[config.mk]
export PLATFORM = sky130hd
export DESIGN_NAME = msph_ram
export DESIGN_NICKNAME = d
export VERILOG_FILES = /design/src/hw/rtl/assert_macros.svh /design/src/hw/rtl/msph_ram.sv
export SDC_FILE = /design/constraint.sdc
export NUM_CORES = 1
export LEC_CHECK = 0
export ABC_AREA = 1
export BUFFER_PORTS_ARGS = -buffer_cell sky130_fd_sc_hd__buf_2
export CAP_MARGIN = 20
export CORE_UTILIZATION = 50
export DETAILED_ROUTE_END_ITERATION = 10
export PLACE_DENSITY = 0.77
export SETUP_SLACK_MARGIN = 0.3
export SYNTH_ARGS = -nofsm -noshare
export SYNTH_HDL_FRONTEND = slang
export SYNTH_SLANG_ARGS = --single-unit
[constraint.sdc]
create_clock -name clk -period 2.2 [get_ports clk]
set_input_delay 0.44 -clock clk [delete_from_list [all_inputs] [get_ports clk]]
set_output_delay 0.44 -clock clk [all_outputs]
set_load 0.1 [all_outputs]
[src/hw/rtl/assert_macros.svh]
// assertion helpers, each expects clk and rst_n in scope
`ifndef ASSERT_MACROS_SVH
`define ASSERT_MACROS_SVH

// same-cycle implication
`define MSPH_ASSERT_IMP(lbl, a, c) \
  lbl: assert property (@(posedge clk) disable iff (!rst_n) (a) |-> (c)) \
    else $error("assertion failed: same-cycle implication");

// next-cycle implication
`define MSPH_ASSERT_NXT(lbl, a, c) \
  lbl: assert property (@(posedge clk) disable iff (!rst_n) (a) |=> (c)) \
    else $error("assertion failed: next-cycle implication");

`endif

[src/hw/rtl/msph_ram.sv]
`timescale 1ns / 1ps
module msph_ram #(
  parameter int WIDTH = 8,
  parameter int DEPTH = 16,
  parameter int AW    = (DEPTH > 1) ? $clog2(DEPTH) : 1
) (
  input  logic             clk,
  input  logic             we,
  input  logic [AW-1:0]    waddr,
  input  logic [WIDTH-1:0] wdata,
  input  logic             re,
  input  logic [AW-1:0]    raddr,
  output logic [WIDTH-1:0] rdata
);

  logic [WIDTH-1:0] mem [DEPTH];

  always_ff @(posedge clk) begin
    if (we) begin
      mem[waddr] <= wdata;
    end
    if (re) begin
      rdata <= mem[raddr];
    end
  end

endmodule

# After elaboration in Yosys (flattened, before gate mapping)
# Memories as Yosys holds them, arrays and structs flattened. A register that Yosys moved wholly into a read port is not among the register bits.
# Cells that the tools add are included.
# classes
n_mux,2
# ops
cell,count
$mux W1,2
# totals
ff_bits,0
mem_bits_rw,128
in_bits,19
output_inout_bits,8
mem_count,1
# memory_table
memory,depth,width,rd,rd_clocked_by_memory_dff,wr,line_no,source
mem,16,8,1,1,1,msph_ram.sv:16,logic [WIDTH-1:0] mem [DEPTH];

# Longest topological paths before layout
# Gate-level depths: netlist (run 1).
# depth
word_depth,2
mapped_depth,8
mapped_depth_nobuf,7

# Worst setup path before layout (run 1)
# No wires, ideal clock.
# synth_timing
path_kind,input to register
start,input port waddr[2]
end,"memory mem[10][0], enable pin"
setup_ns,0.370
t_arrival_ns,1.021
t_required_ns,1.830
path_slack_ns,0.809
path_stages,2
cell_sequence,nand3b_1 > nor2_1
# synth_rtl
item,line_no,source
from (decl),msph_ram.sv:9,"input logic [AW-1:0] waddr,"
to (decl),msph_ram.sv:16,
# No word-level cell before the write port.

# Worst setup path after layout (run 1)
# layout_timing
start,register rdata[5] (read register of mem)
end,output port rdata[5]
# layout_rtl
item,line_no,source
from (decl),msph_ram.sv:13,output logic [WIDTH-1:0] rdata
# No word-level cell between the ends.

==> results of run 1 <==
## synthesized netlist by cell type (all sizes together)
| library cell | number | area, um2 |
|---|---|---|
| buf | 24 | 166 |
| edfxtp | 136 | 4080 |
| inv | 102 | 383 |
| nand2 | 173 | 649 |
| nand3 | 97 | 485 |
| nand3b | 2 | 15.0 |
| nor2 | 17 | 63.8 |
## registers in the layout, indices dropped and copies added, names as in the netlist
register  count
mem         128
rdata         8
## power groups by stage
stage          clock (uW)  sequential [uW]  combinational (uW)
2_1_floorplan           0             3080                 205
3_3_place_gp            0             2990                 422
3_5_place_dp            0             2990                 426
4_1_cts              3040             2940                 433
5_1_grt              3150             2940                 467
6_report             3010             2940                 433
## how the worst min path moves through the flow
| stage | from | cells past startpoint | endpoint | slack [ns] |
|---|---|---|---|---|
| after global placement | mem[14][7] | 6 | rdata[7] | 0.74 |
| after floorplan | wdata[0] | 0 | mem[0][0] | 0.54 |
| final | re | 1 | rdata[2] | 0.40 |
| after detailed placement | mem[10][7] | 6 | rdata[7] | 0.75 |
| after CTS | re | 1 | rdata[2] | 0.38 |
| after global routing | re | 1 | rdata[2] | 0.39 |
## cells by family (layout without fill, tap and decap cells)
group / after synthesis / in the layout / synth area share (%)
flip-flops: 136 / 136 / 69.8
AND/OR/NAND/NOR: 289 / 289 / 20.8
buffers and inverters: 126 / 172 / 9.39
## per-stage QoR
step / std cells / total power [uW] / util, %
floorplan: 551 / 3280 / -
global placement: 708 / 3410 / 53.5
detailed placement: 708 / 3420 / 53.5
CTS: 740 / 6410 / 59.0
global route: 740 / 6560 / 59.0
finish: 740 / 6380 / 59.0
## metal layers
metal  part of all wire (%)  up-vias  routed length, um
met2                     49      172               6290
met1                     43     1823               5510
li1                       -     1849                  -
met5                      0        -                  0
met3                    5.8       26                754
met4                    2.6        0                332
## cell usage in the layout, fill, tap and decap left out
master	instances
sky130_fd_sc_hd__clkinv_1	1
sky130_fd_sc_hd__clkinv_4	3
sky130_fd_sc_hd__clkinvlp_4	2
sky130_fd_sc_hd__buf_4	10
sky130_fd_sc_hd__nand3_1	97
sky130_fd_sc_hd__nand2_1	173
sky130_fd_sc_hd__clkinv_2	1
sky130_fd_sc_hd__inv_1	100
sky130_fd_sc_hd__nor2_1	17
sky130_fd_sc_hd__nand3b_1	2
sky130_fd_sc_hd__clkbuf_1	3
sky130_fd_sc_hd__inv_2	2
sky130_fd_sc_hd__buf_12	2
sky130_fd_sc_hd__bufinv_16	5
sky130_fd_sc_hd__buf_2	26
sky130_fd_sc_hd__clkbuf_16	17
sky130_fd_sc_hd__edfxtp_1	136
## final cells by class
type | instances | area, um2 | share of cell area, %
clock buffers | 20 | 437 | 6.48
repair buffers | 38 | 245 | 3.64
inverters | 102 | 383 | 5.68
clock inverters | 12 | 200 | 2.97
well taps | 143 | 179 | 2.65
flip-flops and latches | 136 | 4080 | 60.6
multi-input cells | 289 | 1210 | 18.0
==> parameters.txt, run 1 <==
Parameter                              Value

Synthesis
  Gate count after technology mapping    551
  Netlist area before placement    approximately 6000 um2
  Avg Cell Area, Syn    around 11 um2
  Cell variety after synth    11
  Mapped Nets    570
  Part of the Yosys area used for sequential elements    69.8%
  Flip-flop and latch count after synthesis    136
  Synthesis warning total    0

Drt
  Count of vias placed by the detailed router    3870
  Final WL    12900 um
  Detailed-route vias per instance    5.23
  # DRC    0
  Drt first-iter violations    498
  Mean routed wirelength per cell    17.4 um
  Remaining antenna violation count    0
  Drt first pass iters    7

Floorplanning
  Area of the placeable core    ~11000 um2
  Die area    approximately 12000 um2
  Initial Utilization    51.2%
  Row count    39
  Die extent in y    110 um
  I/O pin cnt    27
  Horizontal extent of the die    110 um

Placed design
  Standard cell area after detailed placement    6100 um2
  Placer's final routability congestion estimate    0.838
  Worst slack at placement    0.415 ns
  Buffers on Ports    26
  HPWL reported at the end of detailed placement    7650 um

Run
  Max-Cap Viols    0

Cells and area
  Fraction of final layout cells with drive strength greater than 1    11.4%
  Fillcell total    930
  Final design instance area without fill    6740 um2
  Total inserted antenna cells    0
  Final net count    603
  Area added between synthesis and finish    15.3%

Status
  Run status    finished, final reports clean

Clocking
  Bufs on Longest Clock Path    2
  CTS Buf Count    17
  Maximum level of the CTS H-tree    4
  Number of buffers inserted by hold repair at cts    0
  Post_cts resized    0
  Clock latency at the later pin of the worst-skew pair    0.41 ns
  Clock transition at the register clock pins on the worst setup and hold paths after CTS    0.06 ns
  Clock tree root driver cell    sky130_fd_sc_hd__clkbuf_16
  CTS tree    done
  Buffer count from post-CTS setup fixing    0
  Clk sink count    136

GRT
  Overflow left after global routing    0
  GRT busiest layer    met2
  Antenna violations before repair    0
  GR Layer Usage met3    4.17%
  M1 GR Usage    between 30% and 40%
  Global-route wire length before repair    19600 um
  Global-route usage over all layers    a little under a quarter
  Met2 GRT Util    between 30% and 40%
  Number of global-route vias before repair    3683
  Maximum number of pins on one net before global-route repair    65

Timing
  Total negative setup slack    0 ns
  Maximum clock skew at final layout    0.0159 ns
  Min cycle time layout    1.65 ns
  Final setup violation count    0
  Number of pins with negative max-slew slack in the final report    0
  Final hold slack    a little under 0.4 ns
  Achievable clock frequency    606 MHz
  Unrepaired setup endpoints after global routing    false
  Transition time at the pin with the least slew margin    approximately 0.73 ns
  Max-Slew Margin vs Limit    roughly half
  Hold Vio Cnt, Final    0
  Post-route clock period utilization    75.0%
  Post-route worst setup slack    0.549 ns

Power
  Max IR drop VDD    0.000677 V
  Fraction of power consumed by combinational cells    6.8%
  Net switching power    1360 uW
  Switching part of the total    21.2%
  Leakage power    a little under 0.003 uW
  Clk pwr share    47.2%
  Sequential share of power    a little under half
  Cell-internal power    approximately 5000 uW
  Pwr per Cell Area    947 nW/um2

Critical path
  Capturing element of the worst setup path    rdata[5]
  Critical Path End Type    output port
  Highest-delay cell along the critical path    sky130_fd_sc_hd__buf_2
  Path type of the worst setup path    reg2out
  Worst endpoint required time    1.76 ns
  Endpoint of the lowest-slack register-to-register path    rdata[2]
  Count of buffering cells on the critical path with inverters included    1
  Cell family contributing the most delay on the critical path    buffers and inverters
  Highest cell delay on the worst timing path    0.44 ns
  Arrival time at the worst endpoint    1.21 ns
  Crit Reg-Reg Startpoint    mem[1][2]
  Logic depth of the worst setup path including buffers    1
  Startpoint type of the worst setup path    flip-flop
  Register-to-register setup slack    around 1 ns
  Critical Path, Cell by Cell    buf_2
  Launch point of the critical path    rdata[5]
  Depth of the worst register-to-register path    6
  Worst-path fanout max    1

Hold path
  Type of the worst min-delay path    in2reg
(Power assumes the default switching activity.)
==> run 2: changes to the inputs <==
- PLACE_DENSITY: 0.77 -> 0.8
- clock period: 2.2 -> 1.5 ns (I/O delays scaled with it)
==> run 2 against run 1 <==
Effect of this change:
- combinational power up 57%
- critical path depth unchanged
- largest cell class unchanged
- worst hold slack worse by 0.15 ns
- wire length down 1.8%
- clock power up 31%
- register-to-register slack worse by 0.67 ns
- utilization up 0.71 points
- via count up 2.9%
- non-clock buffer count up 9
- clock skew down 0.011 ns
- critical endpoint is now rdata[0]
- cell count up 1.2%
==> parameters.txt, run 2 (synthesized netlist as in run 1, its figures left out) <==
Parameter                              Value

Power
  Leakage power    0.00295 uW
  Pwr per Cell Area    1310 nW/um2
  Overall power consumption    8930 uW
  Max IR drop VDD    about 0.00076 V

Critical path
  Register-to-register setup slack    roughly 0.35 ns
  Depth of the worst register-to-register path    6
  Highest cell delay on the worst timing path    ~0.42 ns
  Worst-path fanout max    1
  Critical Path, Cell by Cell    buf_6
  Arrival time at the worst endpoint    between 1 and 1.5 ns
  Startpoint type of the worst setup path    flip-flop
  Highest-delay cell along the critical path    sky130_fd_sc_hd__edfxtp_1
  Worst endpoint required time    1.20 ns
  Count of buffering cells on the critical path with inverters included    1
  Critical Path End Type    output port
  Cell family contributing the most delay on the critical path    flip-flops
  Logic depth of the worst setup path including buffers    1
  Path type of the worst setup path    reg2out

Floorplanning
  Die area    ~12000 um2
  Row count    39
  Horizontal extent of the die    110 um
  Area of the placeable core    11400 um2
  Initial Utilization    51.2%
  Die extent in y    110 um
  I/O pin cnt    27

Timing
  Total negative setup slack    0 ns
  Number of pins with negative max-slew slack in the final report    0
  Min cycle time layout    1.35 ns
  Hold Vio Cnt, Final    0
  Maximum clock skew at final layout    between 0.004 and 0.005 ns
  Final setup violation count    0
  Unrepaired setup endpoints after global routing    true
  Achievable clock frequency    742 MHz
  Max-Slew Margin vs Limit    60.9%
  Transition time at the pin with the least slew margin    0.586 ns
  Final hold slack    0.246 ns
  Post-route worst setup slack    0.152 ns
  Post-route clock period utilization    89.9%

Clocking
  Bufs on Longest Clock Path    2
  CTS tree    done
  Clk sink count    136
  Clock latency at the later pin of the worst-skew pair    about 0.42 ns
  Clock transition at the register clock pins on the worst setup and hold paths after CTS    around 0.060 ns
  Number of buffers inserted by hold repair at cts    0
  Clock tree root driver cell    sky130_fd_sc_hd__clkbuf_16
  CTS Buf Count    17
  Maximum level of the CTS H-tree    4

Drt
  # DRC    0
  Final WL    around 13000 um
  Remaining antenna violation count    0
  Detailed-route vias per instance    5.32
  Drt first pass iters    5
  Drt first-iter violations    around 400
  Count of vias placed by the detailed router    3981
  Mean routed wirelength per cell    16.9 um

Run
  Max-Cap Viols    0

Placed design
  Worst slack at placement    0.00221 ns
  Buffers on Ports    26
  Placer's final routability congestion estimate    0.907
  HPWL reported at the end of detailed placement    roughly 7800 um
  Number of placed cells counting well taps    717

Cells and area
  Fillcell total    between 800 and 900
  Commonest cells after routing, fill and taps aside    sky130_fd_sc_hd__nand2_1 (173), sky130_fd_sc_hd__edfxtp_1 (136), sky130_fd_sc_hd__inv_1 (100)
  Registers with the most flip-flops    mem: 128 flops, rdata: 8 flops
  Post-route insts no fill    ~750
  Most common cell after layout, fill and taps aside    sky130_fd_sc_hd__nand2_1
  Total inserted antenna cells    0
  Largest register by flop count    mem
  Flip-flop count of the largest register, all copies and words added    approximately 130
  Final net count    612
  Area added between synthesis and finish    16.7%
  Fraction of final layout cells with drive strength greater than 1    13.7%

Status
  Run status    finished, final reports clean

GRT
  Maximum number of pins on one net before global-route repair    65
  Global-route wire length before repair    20100 um
  Overflow left after global routing    0
  Global-route usage over all layers    23.5%
  Number of global-route vias before repair    4016
  Antenna violations before repair    0

Hold path
  Number of cells traversed by the worst hold path    1
  Type of the worst min-delay path    in2reg
run 2: report_power, final:
| part | leakage [uW] | total (uW) | switching, uW | internal, uW |
|---|---|---|---|---|
| Combinational | 0.00144 | 679 | 499 | 180 |
| Sequential | 0.00124 | 4310 | 26.4 | 4280 |
| Clock | 0.000270 | 3950 | 1530 | 2420 |
| Total | 0.00295 | 8930 | 2050 | 6880 |
run 2: area by class of cell:
class                           instances  area [um2]  share of cell area, %
Tap cell                              143         179                   2.62
Clock buffer                           18         429                   6.29
Inverter                              102         383                   5.61
Multi-Input combinational cell        289        1240                   18.2
Timing Repair Buffer                   47         375                   5.50
Sequential cell                       136        4080                   59.9
Clock inverter                         14         131                   1.93
run 2: per-layer routing:
metal	wire, um	track usage [%]
met3	1140	7.88
met4	347	9.77
met1	5030	29.5
met5	0	0
met2	6140	37.5
run 2: stage by stage:
stage	instance area [um2]	utilization (%)
finish	6820	59.8
global route	6820	59.8
CTS	6800	59.6
detailed placement	6190	54.2
global placement	6190	54.2
floorplan	5850	-
run 2: repair_timing:
action	4_1_cts	5_1_grt
resized for setup	16	4
endpoints found under the setup margin	8	12
setup buffers	0	0
pin swaps	0	0
run 2: path summary, 6_finish.rpt:
kind               to        from
max          rdata[0]    rdata[0]
min          rdata[3]          re
max reg2reg  rdata[4]   mem[5][4]
min reg2reg  rdata[3]  mem[15][3]
