<file path="config.mk">
export PLATFORM = sky130hd
export DESIGN_NAME = msph_oq
export DESIGN_NICKNAME = d
export VERILOG_FILES = /design/src/hw/rtl/msph_pkg.sv /design/src/hw/rtl/msph_oq.sv
export VERILOG_INCLUDE_DIRS = /design/src /design/src/hw/rtl
export SDC_FILE = /design/constraint.sdc
export NUM_CORES = 1
export LEC_CHECK = 0
export ABC_AREA = 1
export BUFFER_PORTS_ARGS = -buffer_cell sky130_fd_sc_hd__buf_2
export CAP_MARGIN = 20
export CORE_MARGIN = 3
export CORE_UTILIZATION = 58
export CTS_BUF_LIST = sky130_fd_sc_hd__clkbuf_2 sky130_fd_sc_hd__clkbuf_4 sky130_fd_sc_hd__clkbuf_8
export CTS_CLUSTER_SIZE = 10
export DETAILED_ROUTE_END_ITERATION = 10
export GPL_ROUTABILITY_DRIVEN = 1
export PLACE_DENSITY = 0.86
export SETUP_SLACK_MARGIN = 0.2
export SYNTH_ARGS = -nofsm -noshare
export SYNTH_HDL_FRONTEND = slang
export SYNTH_SLANG_ARGS = --single-unit
</file>
<file path="constraint.sdc">
create_clock -name clk -period 28.5 [get_ports clk]
set_clock_uncertainty 0.15 [all_clocks]
set_input_delay 7.125 -clock clk [delete_from_list [all_inputs] [get_ports clk]]
set_output_delay 7.125 -clock clk [all_outputs]
set_load 0.05 [all_outputs]
</file>
<file path="src/hw/rtl/assert_macros.svh">
// assertion helpers, each expects clk and rst_n in scope
`ifndef ASSERT_MACROS_SVH
`define ASSERT_MACROS_SVH

// same-cycle implication
`define MSPH_ASSERT_IMP(lbl, a, c) \
  lbl: assert property (@(posedge clk) disable iff (!rst_n) (a) |-> (c)) \
    else $error("assertion failed: same-cycle implication");

// next-cycle implication
`define MSPH_ASSERT_NXT(lbl, a, c) \
  lbl: assert property (@(posedge clk) disable iff (!rst_n) (a) |=> (c)) \
    else $error("assertion failed: next-cycle implication");

`endif

</file>
<file path="src/hw/rtl/msph_pkg.sv">
`timescale 1ns / 1ps
package msph_pkg;

  localparam int CHANNELS = 16;
  localparam int NOTES    = 128;
  localparam int CHAN_AW  = (CHANNELS > 1) ? $clog2(CHANNELS) : 1;

  localparam logic [3:0] MSG_NOTE_OFF = 4'h8;
  localparam logic [3:0] MSG_NOTE_ON  = 4'h9;
  localparam logic [3:0] MSG_CTRL     = 4'hB;

  localparam logic [6:0] CC_SUSTAIN   = 7'd64;
  localparam logic [6:0] CC_SOSTENUTO = 7'd66;

  localparam logic [1:0] KIND_FWD   = 2'd0;
  localparam logic [1:0] KIND_SYNTH = 2'd1;
  localparam logic [1:0] KIND_MASK  = 2'd2;

  // notes 64 and up that exist
  localparam logic [63:0] GRP1_MASK = (NOTES >= 128) ? {64{1'b1}} :
                                      ((64'd1 << (NOTES - 64)) - 64'd1);
  localparam logic [127:0] NOTE_MASK = {GRP1_MASK, {64{1'b1}}};

  typedef struct packed {
    logic [7:0]  status_byte;
    logic [6:0]  data_one;
    logic [6:0]  data_two;
    logic [31:0] time_tag;
  } in_item_t;

  typedef struct packed {
    logic [1:0]  out_kind;
    logic [7:0]  out_status;
    logic [6:0]  out_data_one;
    logic [6:0]  out_data_two;
    logic [31:0] out_time_tag;
    logic        note_group;
    logic [63:0] held_mask;
    logic        last;
  } out_item_t;

  // one memory word per channel, bit n is note n
  typedef struct packed {
    logic [127:0] key_down;
    logic [127:0] eligible;
    logic [127:0] held;
  } chan_state_t;

endpackage

</file>
<file path="src/hw/rtl/msph_oq.sv">
`timescale 1ns / 1ps
`include "assert_macros.svh"
module msph_oq
  import msph_pkg::*;
(
  input  logic      clk,
  input  logic      rst_n,
  input  logic [1:0] push_n,
  input  out_item_t push_a,
  input  out_item_t push_b,
  output logic [1:0] free,
  output logic      out_valid,
  input  logic      out_ready,
  output out_item_t out_data
);

  out_item_t  q_r   [2];
  out_item_t  q_nxt [2];
  logic [1:0] cnt_r;
  logic [1:0] cnt_nxt;
  logic [1:0] cnt_b;
  logic       pop;

  assign out_valid = (cnt_r != 2'd0);
  assign out_data  = q_r[0];
  assign pop       = out_valid && out_ready;
  assign cnt_b     = cnt_r - {1'b0, pop};
  assign free      = 2'd2 - cnt_b;
  assign cnt_nxt   = cnt_b + push_n;

  always_comb begin
    q_nxt[0] = q_r[0];
    q_nxt[1] = q_r[1];
    if (pop) begin
      q_nxt[0] = q_r[1];
    end
    if (push_n != 2'd0) begin
      if (cnt_b == 2'd0) begin
        q_nxt[0] = push_a;
        if (push_n == 2'd2) begin
          q_nxt[1] = push_b;
        end
      end else begin
        q_nxt[1] = push_a;
      end
    end
  end

  always_ff @(posedge clk) begin
    if (!rst_n) begin
      cnt_r <= 2'd0;
    end else begin
      cnt_r <= cnt_nxt;
    end
    q_r[0] <= q_nxt[0];
    q_r[1] <= q_nxt[1];
  end

  `MSPH_ASSERT_IMP(a_cnt_range, 1'b1, cnt_r <= 2'd2)
  `MSPH_ASSERT_IMP(a_push_room, push_n != 2'd0, push_n <= free)
  `MSPH_ASSERT_NXT(a_pop_count, pop && (push_n == 2'd0), cnt_r == $past(cnt_r) - 2'd1)

endmodule

</file>
# After elaboration in Yosys (flattened, before gate mapping)
# Memory sizes are Yosys's and may differ from the RTL's.
# Cells that the tools add are included.
dict set report totals {
  regBits 2
  ram_bits 244
  in_bits 249
  out_inout_bits 125
  elab_cells 15
  mem_count 1
}
# name words width rd rd_ports_with_merged_regs wr line_no
set mem_list {}
lappend mem_list {q_r 2 122 2 0 2 msph_oq.sv:17} ;# out_item_t q_r [2];
dict set report classes {
  addsub 3
  eq_ne 1
  n_mux 5
  n_reduce_logical 4
}
# op count
set ops {}
lappend ops {{122-bit 2-to-1 mux} 4}
lappend ops {{244-bit 2-to-1 mux} 1}
lappend ops {{2-bit nonzero test} 2}
lappend ops {{2-bit adder} 1}
lappend ops {{2-bit == test (second input constant)} 1}
lappend ops {{2-bit logical NOT} 1}
lappend ops {{2-bit by 1-bit subtractor with 2-bit output} 1}
lappend ops {{2-bit subtractor (first input constant)} 1}
lappend ops {{1-bit logical AND} 1}

# Logic depth before layout (Yosys ltp)
# Gate-level depths: netlist of run 1.
dict set report logic_depth {
  ltp_word 6
  mapped_depth 15
  ltp_nobuf 12
}

# Worst setup path after synthesis of run 1
# Ideal clock, no wire load.
dict set report synth_path {
  path_type {in2out}
  start {input out_ready}
  end {output free[1]}
  arrival_time_ns 9.121
  t_required_ns 21.225
  setup_slack_ns 12.104
  cell_stages 8
  n_path_buf 3
  cell_sequence {buf_2 -> nand2_1 -> buf_2 -> buf_2 -> inv_1 -> ha_1 -> inv_2 -> xor2_1}
}
dict set report synth_between {
  elab_chain_len 3
}
# element line_no
set synth_rtl {}
lappend synth_rtl {{from (decl)} msph_oq.sv:13} ;# input logic out_ready,
lappend synth_rtl {{1-bit logical AND} msph_oq.sv:26} ;# assign pop = out_valid && out_ready;
lappend synth_rtl {{2-bit by 1-bit subtractor with 2-bit output} msph_oq.sv:27} ;# assign cnt_b = cnt_r - {1'b0, pop};
lappend synth_rtl {{2-bit subtractor} msph_oq.sv:28} ;# assign free = 2'd2 - cnt_b;
lappend synth_rtl {{to (decl)} msph_oq.sv:11} ;# output logic [1:0] free,
# No other way between the ends.

# Worst setup path in the final report of run 1
# Same ends and word-level chain as after synthesis.

==> reports/results.md, run 1 <==
### Global routing
* 5 — initial antenna violation count
* 10799 — via count of the first global-routing pass
* 0.274 — Global Route Usage Sum
* 52.8 mm — global-route wire length before repair
* 0 — remaining global-route overflow
* 97 — largest net degree at the start of global routing

### CTS
* 0 — post-cts resize count
* sky130_fd_sc_hd__clkbuf_8 — cell at the root of the clock tree
* 60 ps — clock edge transition at the registers on the reported setup and hold paths
* 246 — Clock Sinks
* 3 — Clock Path Buffers
* done — clock tree from TritonCTS
* 0 — number of buffers inserted by post-CTS setup repair
* 530 ps — latest clock arrival within the worst-skew pair
* 42 — number of buffers added by the clock tree synthesis step
* 0 — count of hold buffers inserted by post-cts repair
* 2 — number of H-tree levels

### Synthesis
* sky130_fd_sc_hd__edfxtp_1 29%, sky130_fd_sc_hd__nand2_1 22%, sky130_fd_sc_hd__dfxtp_1 20% — largest cells by area after synthesis
* 17 — Distinct cells, synth
* 1967 — syn nets
* 1716 — instance count of the mapped netlist
* 0.490 — sequential cell area fraction in the yosys report
* 7.31 um2 — Avg Cell Area, Syn
* 0 — Synth warnings
* 246 — FF+latch count, synth
* 0.292 — Synth top area share
* 0.0125 mm2 — synthesized area
* sky130_fd_sc_hd__edfxtp_1 — cell type with the largest total area after synthesis

### Detailed routing
* 11285 — vias post-DR
* 946 — iteration-0 DRC count of the detailed router
* met5 — highest metal layer with signal wires
* 33.4 mm — routed wire length
* 16.5 mm — WL met2
* 12.8 mm — DRT met1 WL
* 14.9 um — drt wl/cell
* 0 — number of antenna-violating nets in the routed design
* 5.03 — drt via density
* 0 — DR DRC count
* 2.85 mm — routed length on met3
* 8 — Pre-antenna DRT Iters

### Timing
* 0 — setup violation total in the final timing report
* 0.0618 GHz — Max Clock Freq
* 0.567 — Final period util
* 0.279 — worst slew margin relative to its limit
* 1080 ps — Slew @ Worst Pin
* 0 — final hold violation count
* 0 — max-slew violation count
* 16170 ps — post-route minimum period
* 0 ps — total negative slack for setup checks
* no — unrepaired setup endpoints after global routing

### Job
* 0 — total of max-cap violations

### Outcome
* completed — result of the run

### Die
* 153 um — horizontal die dimension
* 0.0212 mm2 — Core Area
* 53 — Site Rows
* 374 — boundary pin count
* 0.0234 mm2 — total die area
* 153 um — floorplan die height
* 0.593 — initial core utilization

### Final layout
* 2181 — total number of nets in the final design
* 0.239 — fraction of layout cells with a size suffix above 1
* 0.0145 mm2 — Finished Cell Area
* 15.4% — Synth-to-Final Area Change

### Power and ir drop
* 0.207 mV — worst ir drop on vdd
* 150 mW/mm2 — power per cell area
* 8.30 nW — P_leak

### Critical path
* 21230 ps — worst path required time
* 8890 ps — Data arrival, critical path
* 46 — crit-path max FO
* output port — category of the worst setup path capture point
* primary input — category of the worst setup path launch point
* in -> out — critical setup path kind

### Place
* 373 — number of port buffers
* 0.851 — routability congestion estimate
* 0.0135 mm2 — Post-Place Cell Area
* 21.3 mm — final HPWL from detailed placement

### Hold path
* reg -> reg — type of the tightest min-delay check

power by group:
group          internal (mW)  switching (mW)
clock                  0.199           0.142
sequential             0.613          0.0791
combinational          0.272           0.871
total                   1.08            1.09
state kept, by name, indices dropped and copies added, names as in the netlist:
register and count:
cnt_r 2, q_r 244
per-stage QoR:
step	worst slack (ps)	cells	power, mW	hold WS, ps	utilization
2_1_floorplan	12100	1716	1.69	359	-
3_3_place_gp	12330	2161	1.80	366	0.640
3_5_place_dp	12330	2161	1.83	367	0.640
4_1_cts	12320	2238	2.18	377	0.683
5_1_grt	12130	2242	2.32	416	0.684
6_report	12330	2243	2.18	379	0.684
cell usage after synthesis:
cell,number
sky130_fd_sc_hd__dfxtp_1,124
sky130_fd_sc_hd__buf_1,2
sky130_fd_sc_hd__buf_2,52
sky130_fd_sc_hd__o21ai_2,1
sky130_fd_sc_hd__buf_4,123
sky130_fd_sc_hd__clkbuf_1,37
sky130_fd_sc_hd__nand3_1,244
sky130_fd_sc_hd__ha_1,2
sky130_fd_sc_hd__inv_1,251
sky130_fd_sc_hd__nand2_1,748
sky130_fd_sc_hd__a21oi_1,2
sky130_fd_sc_hd__nor2_4,1
sky130_fd_sc_hd__edfxtp_1,122
sky130_fd_sc_hd__nor2_1,1
sky130_fd_sc_hd__nand2_2,1
sky130_fd_sc_hd__inv_2,4
sky130_fd_sc_hd__xor2_1,1
cell type report:
cell class                      count  area [um2]
Inverter                          255         962
Timing Repair Buffer              384        1950
Clock inverter                      6        57.6
Tap cell                          275         344
Multi-Input combinational cell   1001        4130
Antenna cell                        5        12.5
Fill cell                        1676        6690
Clock buffer                       71         858
Sequential cell                   246        6150
layout by cell type, fill, tap and decap left out:
cell / netlist / routed
sky130_fd_sc_hd__nand2_1: 748 / 747
sky130_fd_sc_hd__buf_2: 52 / 372
sky130_fd_sc_hd__inv_1: 251 / 251
sky130_fd_sc_hd__nand3_1: 244 / 244
sky130_fd_sc_hd__dfxtp_1: 124 / 124
sky130_fd_sc_hd__edfxtp_1: 122 / 122
sky130_fd_sc_hd__clkbuf_8: 0 / 52
sky130_fd_sc_hd__clkbuf_4: 0 / 19
sky130_fd_sc_hd__buf_4: 123 / 12
sky130_fd_sc_hd__diode_2: 0 / 5
sky130_fd_sc_hd__clkinv_2: 0 / 4
sky130_fd_sc_hd__inv_2: 4 / 2
sky130_fd_sc_hd__nand2_4: 0 / 2
sky130_fd_sc_hd__inv_4: 0 / 2
sky130_fd_sc_hd__ha_1: 2 / 2
sky130_fd_sc_hd__nor2_4: 1 / 1
sky130_fd_sc_hd__o21ai_4: 0 / 1
sky130_fd_sc_hd__xor2_1: 1 / 1
sky130_fd_sc_hd__nor2_1: 1 / 1
sky130_fd_sc_hd__a21oi_4: 0 / 1
sky130_fd_sc_hd__a21oi_1: 2 / 1
sky130_fd_sc_hd__clkinvlp_4: 0 / 1
sky130_fd_sc_hd__bufinv_16: 0 / 1
logic make-up after synthesis:
logic type / Yosys count / synth area share
buf+inv: 469 / 0.182
compound gates: 3 / 0.00150
flops: 246 / 0.490
xor+xnor: 1 / 0.000699
fa+ha+maj: 2 / 0.00200
simple gates: 995 / 0.323
worst paths after layout:
path	start	endpoint	slack [ps]	cells past startpoint
max reg2reg	cnt_r[1]	q_r[0][143]	24420	10
min reg2reg	q_r[0][94]	q_r[0][94]	380	4
max	out_ready	free[1]	12330	9
min	q_r[0][94]	q_r[0][94]	380	4
critical path, cell delays in order:
cell	delay, ps
sky130_fd_sc_hd__buf_4	440
sky130_fd_sc_hd__nand2_4	370
sky130_fd_sc_hd__inv_1	140
sky130_fd_sc_hd__ha_1	190
sky130_fd_sc_hd__inv_1	60
sky130_fd_sc_hd__nand2_1	60
sky130_fd_sc_hd__nand2_1	70
sky130_fd_sc_hd__xor2_1	130
sky130_fd_sc_hd__buf_2	280
routing by layer:
metal | vias up | global-route usage
li1 | 5540 | -
met1 | 5063 | 0.334
met2 | 578 | 0.468
met3 | 102 | 0.0555
met4 | 2 | 0.125
met5 | - | 0
Note: power is estimated with default switching activity, not from simulation.
==> inputs of run 2 (changes only) <==
--- a/config.mk
+++ b/config.mk
@@ -6,16 +6,16 @@
 export SDC_FILE = /design/constraint.sdc
 export NUM_CORES = 1
 export LEC_CHECK = 0
-export ABC_AREA = 1
+export ABC_AREA = 0
 export BUFFER_PORTS_ARGS = -buffer_cell sky130_fd_sc_hd__buf_2
 export CAP_MARGIN = 20
 export CORE_MARGIN = 3
-export CORE_UTILIZATION = 58
+export CORE_UTILIZATION = 53
 export CTS_BUF_LIST = sky130_fd_sc_hd__clkbuf_2 sky130_fd_sc_hd__clkbuf_4 sky130_fd_sc_hd__clkbuf_8
 export CTS_CLUSTER_SIZE = 10
 export DETAILED_ROUTE_END_ITERATION = 10
 export GPL_ROUTABILITY_DRIVEN = 1
-export PLACE_DENSITY = 0.86
+export PLACE_DENSITY = 0.81
 export SETUP_SLACK_MARGIN = 0.2
 export SYNTH_ARGS = -nofsm -noshare
 export SYNTH_HDL_FRONTEND = slang
==> constraint.sdc (replaced) <==
create_clock -name clk -period 16.05 [get_ports clk]
set_clock_uncertainty 0.15 [all_clocks]
set_input_delay 4.0125 -clock clk [delete_from_list [all_inputs] [get_ports clk]]
set_output_delay 4.0125 -clock clk [all_outputs]
set_load 0.05 [all_outputs]
==> reports/results.md, run 2 <==
### Critical path
* 9 — logic depth of the worst register-to-register path, was 10
* cnt_r[1] — launching point of the worst reg2reg path, unchanged
* 540 ps — highest cell delay on the worst timing path, was 440 ps
* in -> out — critical setup path kind, unchanged
* primary input — category of the worst setup path launch point, unchanged
* 6340 ps — Data arrival, critical path, was 8890 ps
* q_r[0][17] — terminus of the critical flop-to-flop path, was q_r[0][143]
* 10990 ps — R2R setup slack, was 24420 ps
* 63 — crit-path max FO, was 46
* 11890 ps — worst path required time, was 21230 ps
* sky130_fd_sc_hd__buf_4 — critical path's slowest cell, unchanged
* buf_2, o21ai_4, buf_4, inv_4, ha_1, xnor2_1, xnor2_1, buf_2 — critical path, cell by cell, was buf_4, nand2_4, inv_1, ha_1, inv_1, nand2_1, nand2_1, xor2_1, buf_2
* output port — category of the worst setup path capture point, unchanged

### Die
* 0.550 — initial core utilization, was 0.593
* 374 — boundary pin count, unchanged
* 152 um — horizontal die dimension, was 153 um
* 52 — Site Rows, was 53
* 0.0231 mm2 — total die area, was 0.0234 mm2
* 0.0206 mm2 — Core Area, was 0.0212 mm2
* 152 um — floorplan die height, was 153 um

### CTS
* 50 ps — clock edge transition at the registers on the reported setup and hold paths, was 60 ps
* 510 ps — latest clock arrival within the worst-skew pair, was 530 ps
* 42 — number of buffers added by the clock tree synthesis step, unchanged
* 0 — count of hold buffers inserted by post-cts repair, unchanged
* 2 — number of H-tree levels, unchanged
* done — clock tree from TritonCTS, unchanged
* 246 — Clock Sinks, unchanged
* 0 — post-cts resize count, unchanged
* 3 — Clock Path Buffers, unchanged
* sky130_fd_sc_hd__clkbuf_8 — cell at the root of the clock tree, unchanged
* 0 — number of buffers inserted by post-CTS setup repair, unchanged

### Timing
* 0.654 — Final period util
* no — unrepaired setup endpoints after global routing, unchanged
* 10500 ps — post-route minimum period
* 0.312 — worst slew margin relative to its limit, was 0.279
* 323 ps — worst slack on hold paths, was 379 ps
* 0 ps — total negative slack for setup checks, unchanged
* 0.0952 GHz — Max Clock Freq
* 0 — setup violation total in the final timing report, unchanged
* 1030 ps — Slew @ Worst Pin, was 1080 ps
* 5550 ps — final setup slack of the worst path, was 12330 ps
* 0 — final hold violation count, unchanged
* 0 — max-slew violation count, unchanged

### Synthesis
* 0.324 — Synth top area share, was 0.292
* sky130_fd_sc_hd__edfxtp_1 — cell type with the largest total area after synthesis, unchanged
* sky130_fd_sc_hd__dfxtp_1 — most used flip-flop cell after synthesis, unchanged
* 0.544 — sequential cell area fraction in the yosys report, was 0.490
* 1333 — instance count of the mapped netlist, was 1716
* sky130_fd_sc_hd__edfxtp_1 32%, sky130_fd_sc_hd__dfxtp_1 22%, sky130_fd_sc_hd__nand2_1 20% — largest cells by area after synthesis, was sky130_fd_sc_hd__edfxtp_1 29%, sky130_fd_sc_hd__nand2_1 22%, sky130_fd_sc_hd__dfxtp_1 20%
* 1584 — syn nets, was 1967
* 0 — Synth warnings, unchanged
* 20 — Distinct cells, synth, was 17
* 246 — FF+latch count, synth, unchanged
* 0 — proportion of synthesized flip-flops having asynchronous set or reset, unchanged
* sky130_fd_sc_hd__nand2_1 — most common cell in the synthesized netlist, unchanged
* 122 — EDFF count, synth, unchanged
* 8.48 um2 — Avg Cell Area, Syn, was 7.31 um2
* 610 x sky130_fd_sc_hd__nand2_1, 127 x sky130_fd_sc_hd__buf_4, 124 x sky130_fd_sc_hd__dfxtp_1 — ranking of synthesized cells by instance count, was 748 x sky130_fd_sc_hd__nand2_1, 251 x sky130_fd_sc_hd__inv_1, 244 x sky130_fd_sc_hd__nand3_1
* 0.0113 mm2 — synthesized area, was 0.0125 mm2

### Final layout
* 1799 — total number of nets in the final design, was 2181
* 0.0132 mm2 — Finished Cell Area, was 0.0145 mm2
* 1852 — non-filler cells in the finished layout, was 2243
* q_r (244), cnt_r (2) — largest registers, unchanged
* 610 x sky130_fd_sc_hd__nand2_1, 373 x sky130_fd_sc_hd__buf_2, 124 x sky130_fd_sc_hd__dfxtp_1 — most frequent cells in the layout, was 747 x sky130_fd_sc_hd__nand2_1, 372 x sky130_fd_sc_hd__buf_2, 251 x sky130_fd_sc_hd__inv_1
* 0.296 — fraction of layout cells with a size suffix above 1, was 0.239
* q_r — top register by number of flip-flops, unchanged
* sky130_fd_sc_hd__nand2_1 — commonest non-fill, non-tap cell in the layout, unchanged
* 0.640 — utilization of the core after routing, was 0.684
* 0.00383 mm2 — area of the multi-input gates, was 0.00413 mm2
* 16.4% — Synth-to-Final Area Change, was 15.4%
* 0.00615 mm2 — flip-flop and latch area, unchanged
* 1708 — FILL cells, was 1676
* 244 — Largest register FFs, unchanged

### Job
* 0 — total of max-cap violations, unchanged

### Global routing
* 9700 — via count of the first global-routing pass, was 10799
* 0 — remaining global-route overflow, unchanged
* 2 — initial antenna violation count, was 5
* 47.9 mm — global-route wire length before repair, was 52.8 mm
* 0.247 — Global Route Usage Sum, was 0.274
* 104 — largest net degree at the start of global routing, was 97

### Power and ir drop
* 6.24 nW — P_leak, was 8.30 nW
* 3.60 mW — final total power, was 2.18 mW
* 273 mW/mm2 — power per cell area, was 150 mW/mm2
* 0.518 mV — worst ir drop on vdd, was 0.207 mV

### Hold path
* 2 — Hold Crit Depth, was 4
* reg -> reg — type of the tightest min-delay check, unchanged
* q_r[0][67] — Min-Delay Startpoint, was q_r[0][94]
* q_r[0][67] — capture endpoint of the worst hold path, was q_r[0][94]

### Detailed routing
* 0 — DR DRC count, unchanged
* 9986 — vias post-DR, was 11285
* 5.39 — drt via density, was 5.03
* 4 — Pre-antenna DRT Iters, was 8
* 0 — number of antenna-violating nets in the routed design, unchanged
* 648 — iteration-0 DRC count of the detailed router, was 946
* 16.6 um — drt wl/cell, was 14.9 um
* 30.8 mm — routed wire length, was 33.4 mm

### Place
* 0.0123 mm2 — Post-Place Cell Area, was 0.0135 mm2
* 1774 — placed insts, was 2161
* 20.0 mm — final HPWL from detailed placement, was 21.3 mm
* 373 — number of port buffers, unchanged
* 0.852 — routability congestion estimate, was 0.851
* 5600 ps — Setup Slack @ Placement, was 12330 ps

### Outcome
* completed — result of the run, unchanged

## run 2: changes by cell type in the layout (fill, tap and decap cells not counted), moves of 3 or more
cell and delta:
sky130_fd_sc_hd__nand2_1 -137, sky130_fd_sc_hd__xnor2_1 +3, sky130_fd_sc_hd__nor3_1 +122, sky130_fd_sc_hd__clkinv_1 +3, sky130_fd_sc_hd__clkbuf_8 -3, sky130_fd_sc_hd__inv_1 -249
sky130_fd_sc_hd__nand3_1 -244, sky130_fd_sc_hd__a31oi_1 +122, sky130_fd_sc_hd__diode_2 -4
## run 2: area by class of cell
type / instances / area share
flip-flops and latches: 246 / 0.467
multi-input cells: 869 / 0.291
repair buffers: 386 / 0.149
clock buffers: 70 / 0.0632
well taps: 270 / 0.0257
clock inverters: 7 / 0.00238
inverters: 3 / 0.00105
diodes: 1 / 0.000190
## run 2: worst max-delay path by stage
stage               from     endpoint  slack (ps)  depth (start not counted)
2_1_floorplan  out_ready  q_r[0][122]        4230                          8
3_3_place_gp   out_ready      free[1]        5650                          8
3_5_place_dp   out_ready      free[1]        5600                          8
4_1_cts        out_ready      free[1]        5580                          8
5_1_grt        out_ready      free[1]        5480                          8
6_report       out_ready      free[1]        5550                          8
## run 2: worst max-delay path, delay by kind of cell
kind	cells	cell delay [ps]
buffers and inverters	4	1400
adders and majority gates	1	340
xor gates and xnor gates	2	450
AOI/OAI and AO/OA	1	50
## run 2: cells by family after synthesis
logic type                 Yosys count  synth area share
and+or+nand+nor                    738             0.260
DFF                                246             0.544
buffers and inverters              218             0.121
AOI/OAI and AO/OA                  125            0.0695
xor gates and xnor gates             4           0.00310
adders and majority gates            2           0.00221
## run 2: report_power, final
part	leakage [nW]	total, mW	internal (mW)	switching [mW]
logic	3.50	1.80	0.433	1.37
clock network	0.469	0.566	0.326	0.240
registers	2.27	1.23	1.09	0.144
total	6.24	3.60	1.85	1.75
## run 2: routing by layer
metal | wire (um) | part of all wire | up-vias | global-route usage
met2 | 15000 | 0.49 | 567 | 0.418
met4 | 786 | 0.026 | 2 | 0.0955
met3 | 2830 | 0.092 | 66 | 0.0552
li1 | - | - | 4763 | -
met1 | 12100 | 0.39 | 4588 | 0.310
met5 | 13 | 0.00042 | - | 0
==> inputs of run 3 (changes only) <==
==> constraint.sdc (replaced) <==
create_clock -name clk -period 10 [get_ports clk]
set_clock_uncertainty 0.15 [all_clocks]
set_input_delay 2.5 -clock clk [delete_from_list [all_inputs] [get_ports clk]]
set_output_delay 2.5 -clock clk [all_outputs]
set_load 0.05 [all_outputs]
==> reports/results.md, run 3 (synthesis results as in run 2) <==
### Detailed routing
* 30.4 mm — routed wire length, was 30.8 mm
* 0 — number of antenna-violating nets in the routed design, unchanged
* 16.4 um — drt wl/cell, was 16.6 um
* 5 — Pre-antenna DRT Iters, was 4
* 784 — iteration-0 DRC count of the detailed router, was 648
* 0 — DR DRC count, unchanged
* 5.34 — drt via density, was 5.39
* 9879 — vias post-DR, was 9986

### Global routing
* 0 — remaining global-route overflow, unchanged
* 3 — initial antenna violation count, was 2
* 110 — largest net degree at the start of global routing, was 104
* 47.6 mm — global-route wire length before repair, was 47.9 mm
* 9514 — via count of the first global-routing pass, was 9700
* 0.247 — Global Route Usage Sum, about the same

### Timing
* 0 — max-slew violation count, unchanged
* 322 ps — worst slack on hold paths, was 323 ps
* 0.133 GHz — Max Clock Freq
* 0 — setup violation total in the final timing report, unchanged
* 1070 ps — Slew @ Worst Pin, was 1030 ps
* 0 ps — total negative slack for setup checks, unchanged
* 0 — final hold violation count, unchanged
* 7520 ps — post-route minimum period
* no — unrepaired setup endpoints after global routing, unchanged
* 0.287 — worst slew margin relative to its limit, was 0.312
* 0.752 — Final period util

### CTS
* 510 ps — latest clock arrival within the worst-skew pair, about the same
* sky130_fd_sc_hd__clkbuf_8 — cell at the root of the clock tree, unchanged
* 2 — number of H-tree levels, unchanged
* 60 ps — clock edge transition at the registers on the reported setup and hold paths, was 50 ps
* 41 — number of buffers added by the clock tree synthesis step, was 42
* 0 — post-cts resize count, unchanged
* 3 — Clock Path Buffers, unchanged
* 0 — number of buffers inserted by post-CTS setup repair, unchanged
* 246 — Clock Sinks, unchanged
* 0 — count of hold buffers inserted by post-cts repair, unchanged
* done — clock tree from TritonCTS, unchanged

### Final layout
* q_r (244), cnt_r (2) — largest registers, unchanged
* q_r — top register by number of flip-flops, unchanged
* 244 — Largest register FFs, unchanged
* 16.6% — Synth-to-Final Area Change, was 16.4%
* 0.297 — fraction of layout cells with a size suffix above 1, was 0.296
* sky130_fd_sc_hd__nand2_1 — commonest non-fill, non-tap cell in the layout, unchanged
* 610 x sky130_fd_sc_hd__nand2_1, 373 x sky130_fd_sc_hd__buf_2, 124 x sky130_fd_sc_hd__dfxtp_1 — most frequent cells in the layout, unchanged
* 1798 — total number of nets in the final design, was 1799

### Critical path
* 7350 ps — worst path required time, was 11890 ps
* 4870 ps — Data arrival, critical path, was 6340 ps
* primary input — category of the worst setup path launch point, unchanged
* in -> out — critical setup path kind, unchanged
* output port — category of the worst setup path capture point, unchanged
* 73 — crit-path max FO, was 63

### Die
* 152 um — horizontal die dimension, unchanged
* 52 — Site Rows, unchanged
* 0.0231 mm2 — total die area, unchanged
* 152 um — floorplan die height, unchanged
* 374 — boundary pin count, unchanged
* 0.0206 mm2 — Core Area, unchanged
* 0.550 — initial core utilization, unchanged

### Place
* 373 — number of port buffers, unchanged
* 19.8 mm — final HPWL from detailed placement, was 20.0 mm
* 0.823 — routability congestion estimate, was 0.852

### Power and ir drop
* 0.414 mV — worst ir drop on vdd, was 0.518 mV
* 5.78 mW — final total power, was 3.60 mW
* 6.24 nW — P_leak, about the same
* 439 mW/mm2 — power per cell area, was 273 mW/mm2

### Hold path
* reg -> reg — type of the tightest min-delay check, unchanged

### Outcome
* completed — result of the run, unchanged

### Job
* 0 — total of max-cap violations, unchanged

## run 3: critical path: stages
cell                      delay, ps
sky130_fd_sc_hd__buf_2          120
sky130_fd_sc_hd__o21ai_4         50
sky130_fd_sc_hd__buf_4          510
sky130_fd_sc_hd__inv_4          430
sky130_fd_sc_hd__ha_1           380
sky130_fd_sc_hd__xnor2_1        270
sky130_fd_sc_hd__xnor2_1        170
sky130_fd_sc_hd__buf_2          290
## run 3: cell type report
type,count,area [um2]
clock inverters,1,7.51
diodes,2,5.00
inverters,3,13.8
fillers,1689,7380
clock buffers,74,875
multi-input cells,869,3830
flip-flops and latches,246,6150
well taps,270,338
repair buffers,386,1960
## run 3: path summary, 6_finish.rpt
check        slack, ps           to        start  cells after the start
min reg2reg        320  q_r[0][106]  q_r[0][106]                      2
max reg2reg       5380   q_r[0][98]     cnt_r[1]                     10
min                320  q_r[0][106]  q_r[0][106]                      2
max               2480      free[1]    out_ready                      8
## run 3: layer usage
layer | part of all wire | vias up | track usage
li1 | - | 4754 | -
met1 | 0.40 | 4502 | 0.316
met2 | 0.48 | 549 | 0.408
met3 | 0.091 | 72 | 0.0592
met4 | 0.032 | 2 | 0.0989
met5 | 0.00023 | - | 0
## run 3: per-stage QoR
stage	utilization	setup slack, ps	cell area [um2]	std cells
2_1_floorplan	-	2450	11300	1333
3_3_place_gp	0.598	2620	12300	1774
3_5_place_dp	0.598	2600	12300	1774
4_1_cts	0.641	2570	13200	1849
5_1_grt	0.641	2400	13200	1851
6_report	0.641	2480	13200	1851
## run 3: power breakdown
group          leakage, nW  total (mW)  switching [mW]  internal (mW)
Combinational         3.50        2.88            2.19          0.696
Sequential            2.27        1.97           0.225           1.75
Clock                0.473       0.925           0.381          0.544
Total                 6.24        5.78            2.79           2.99
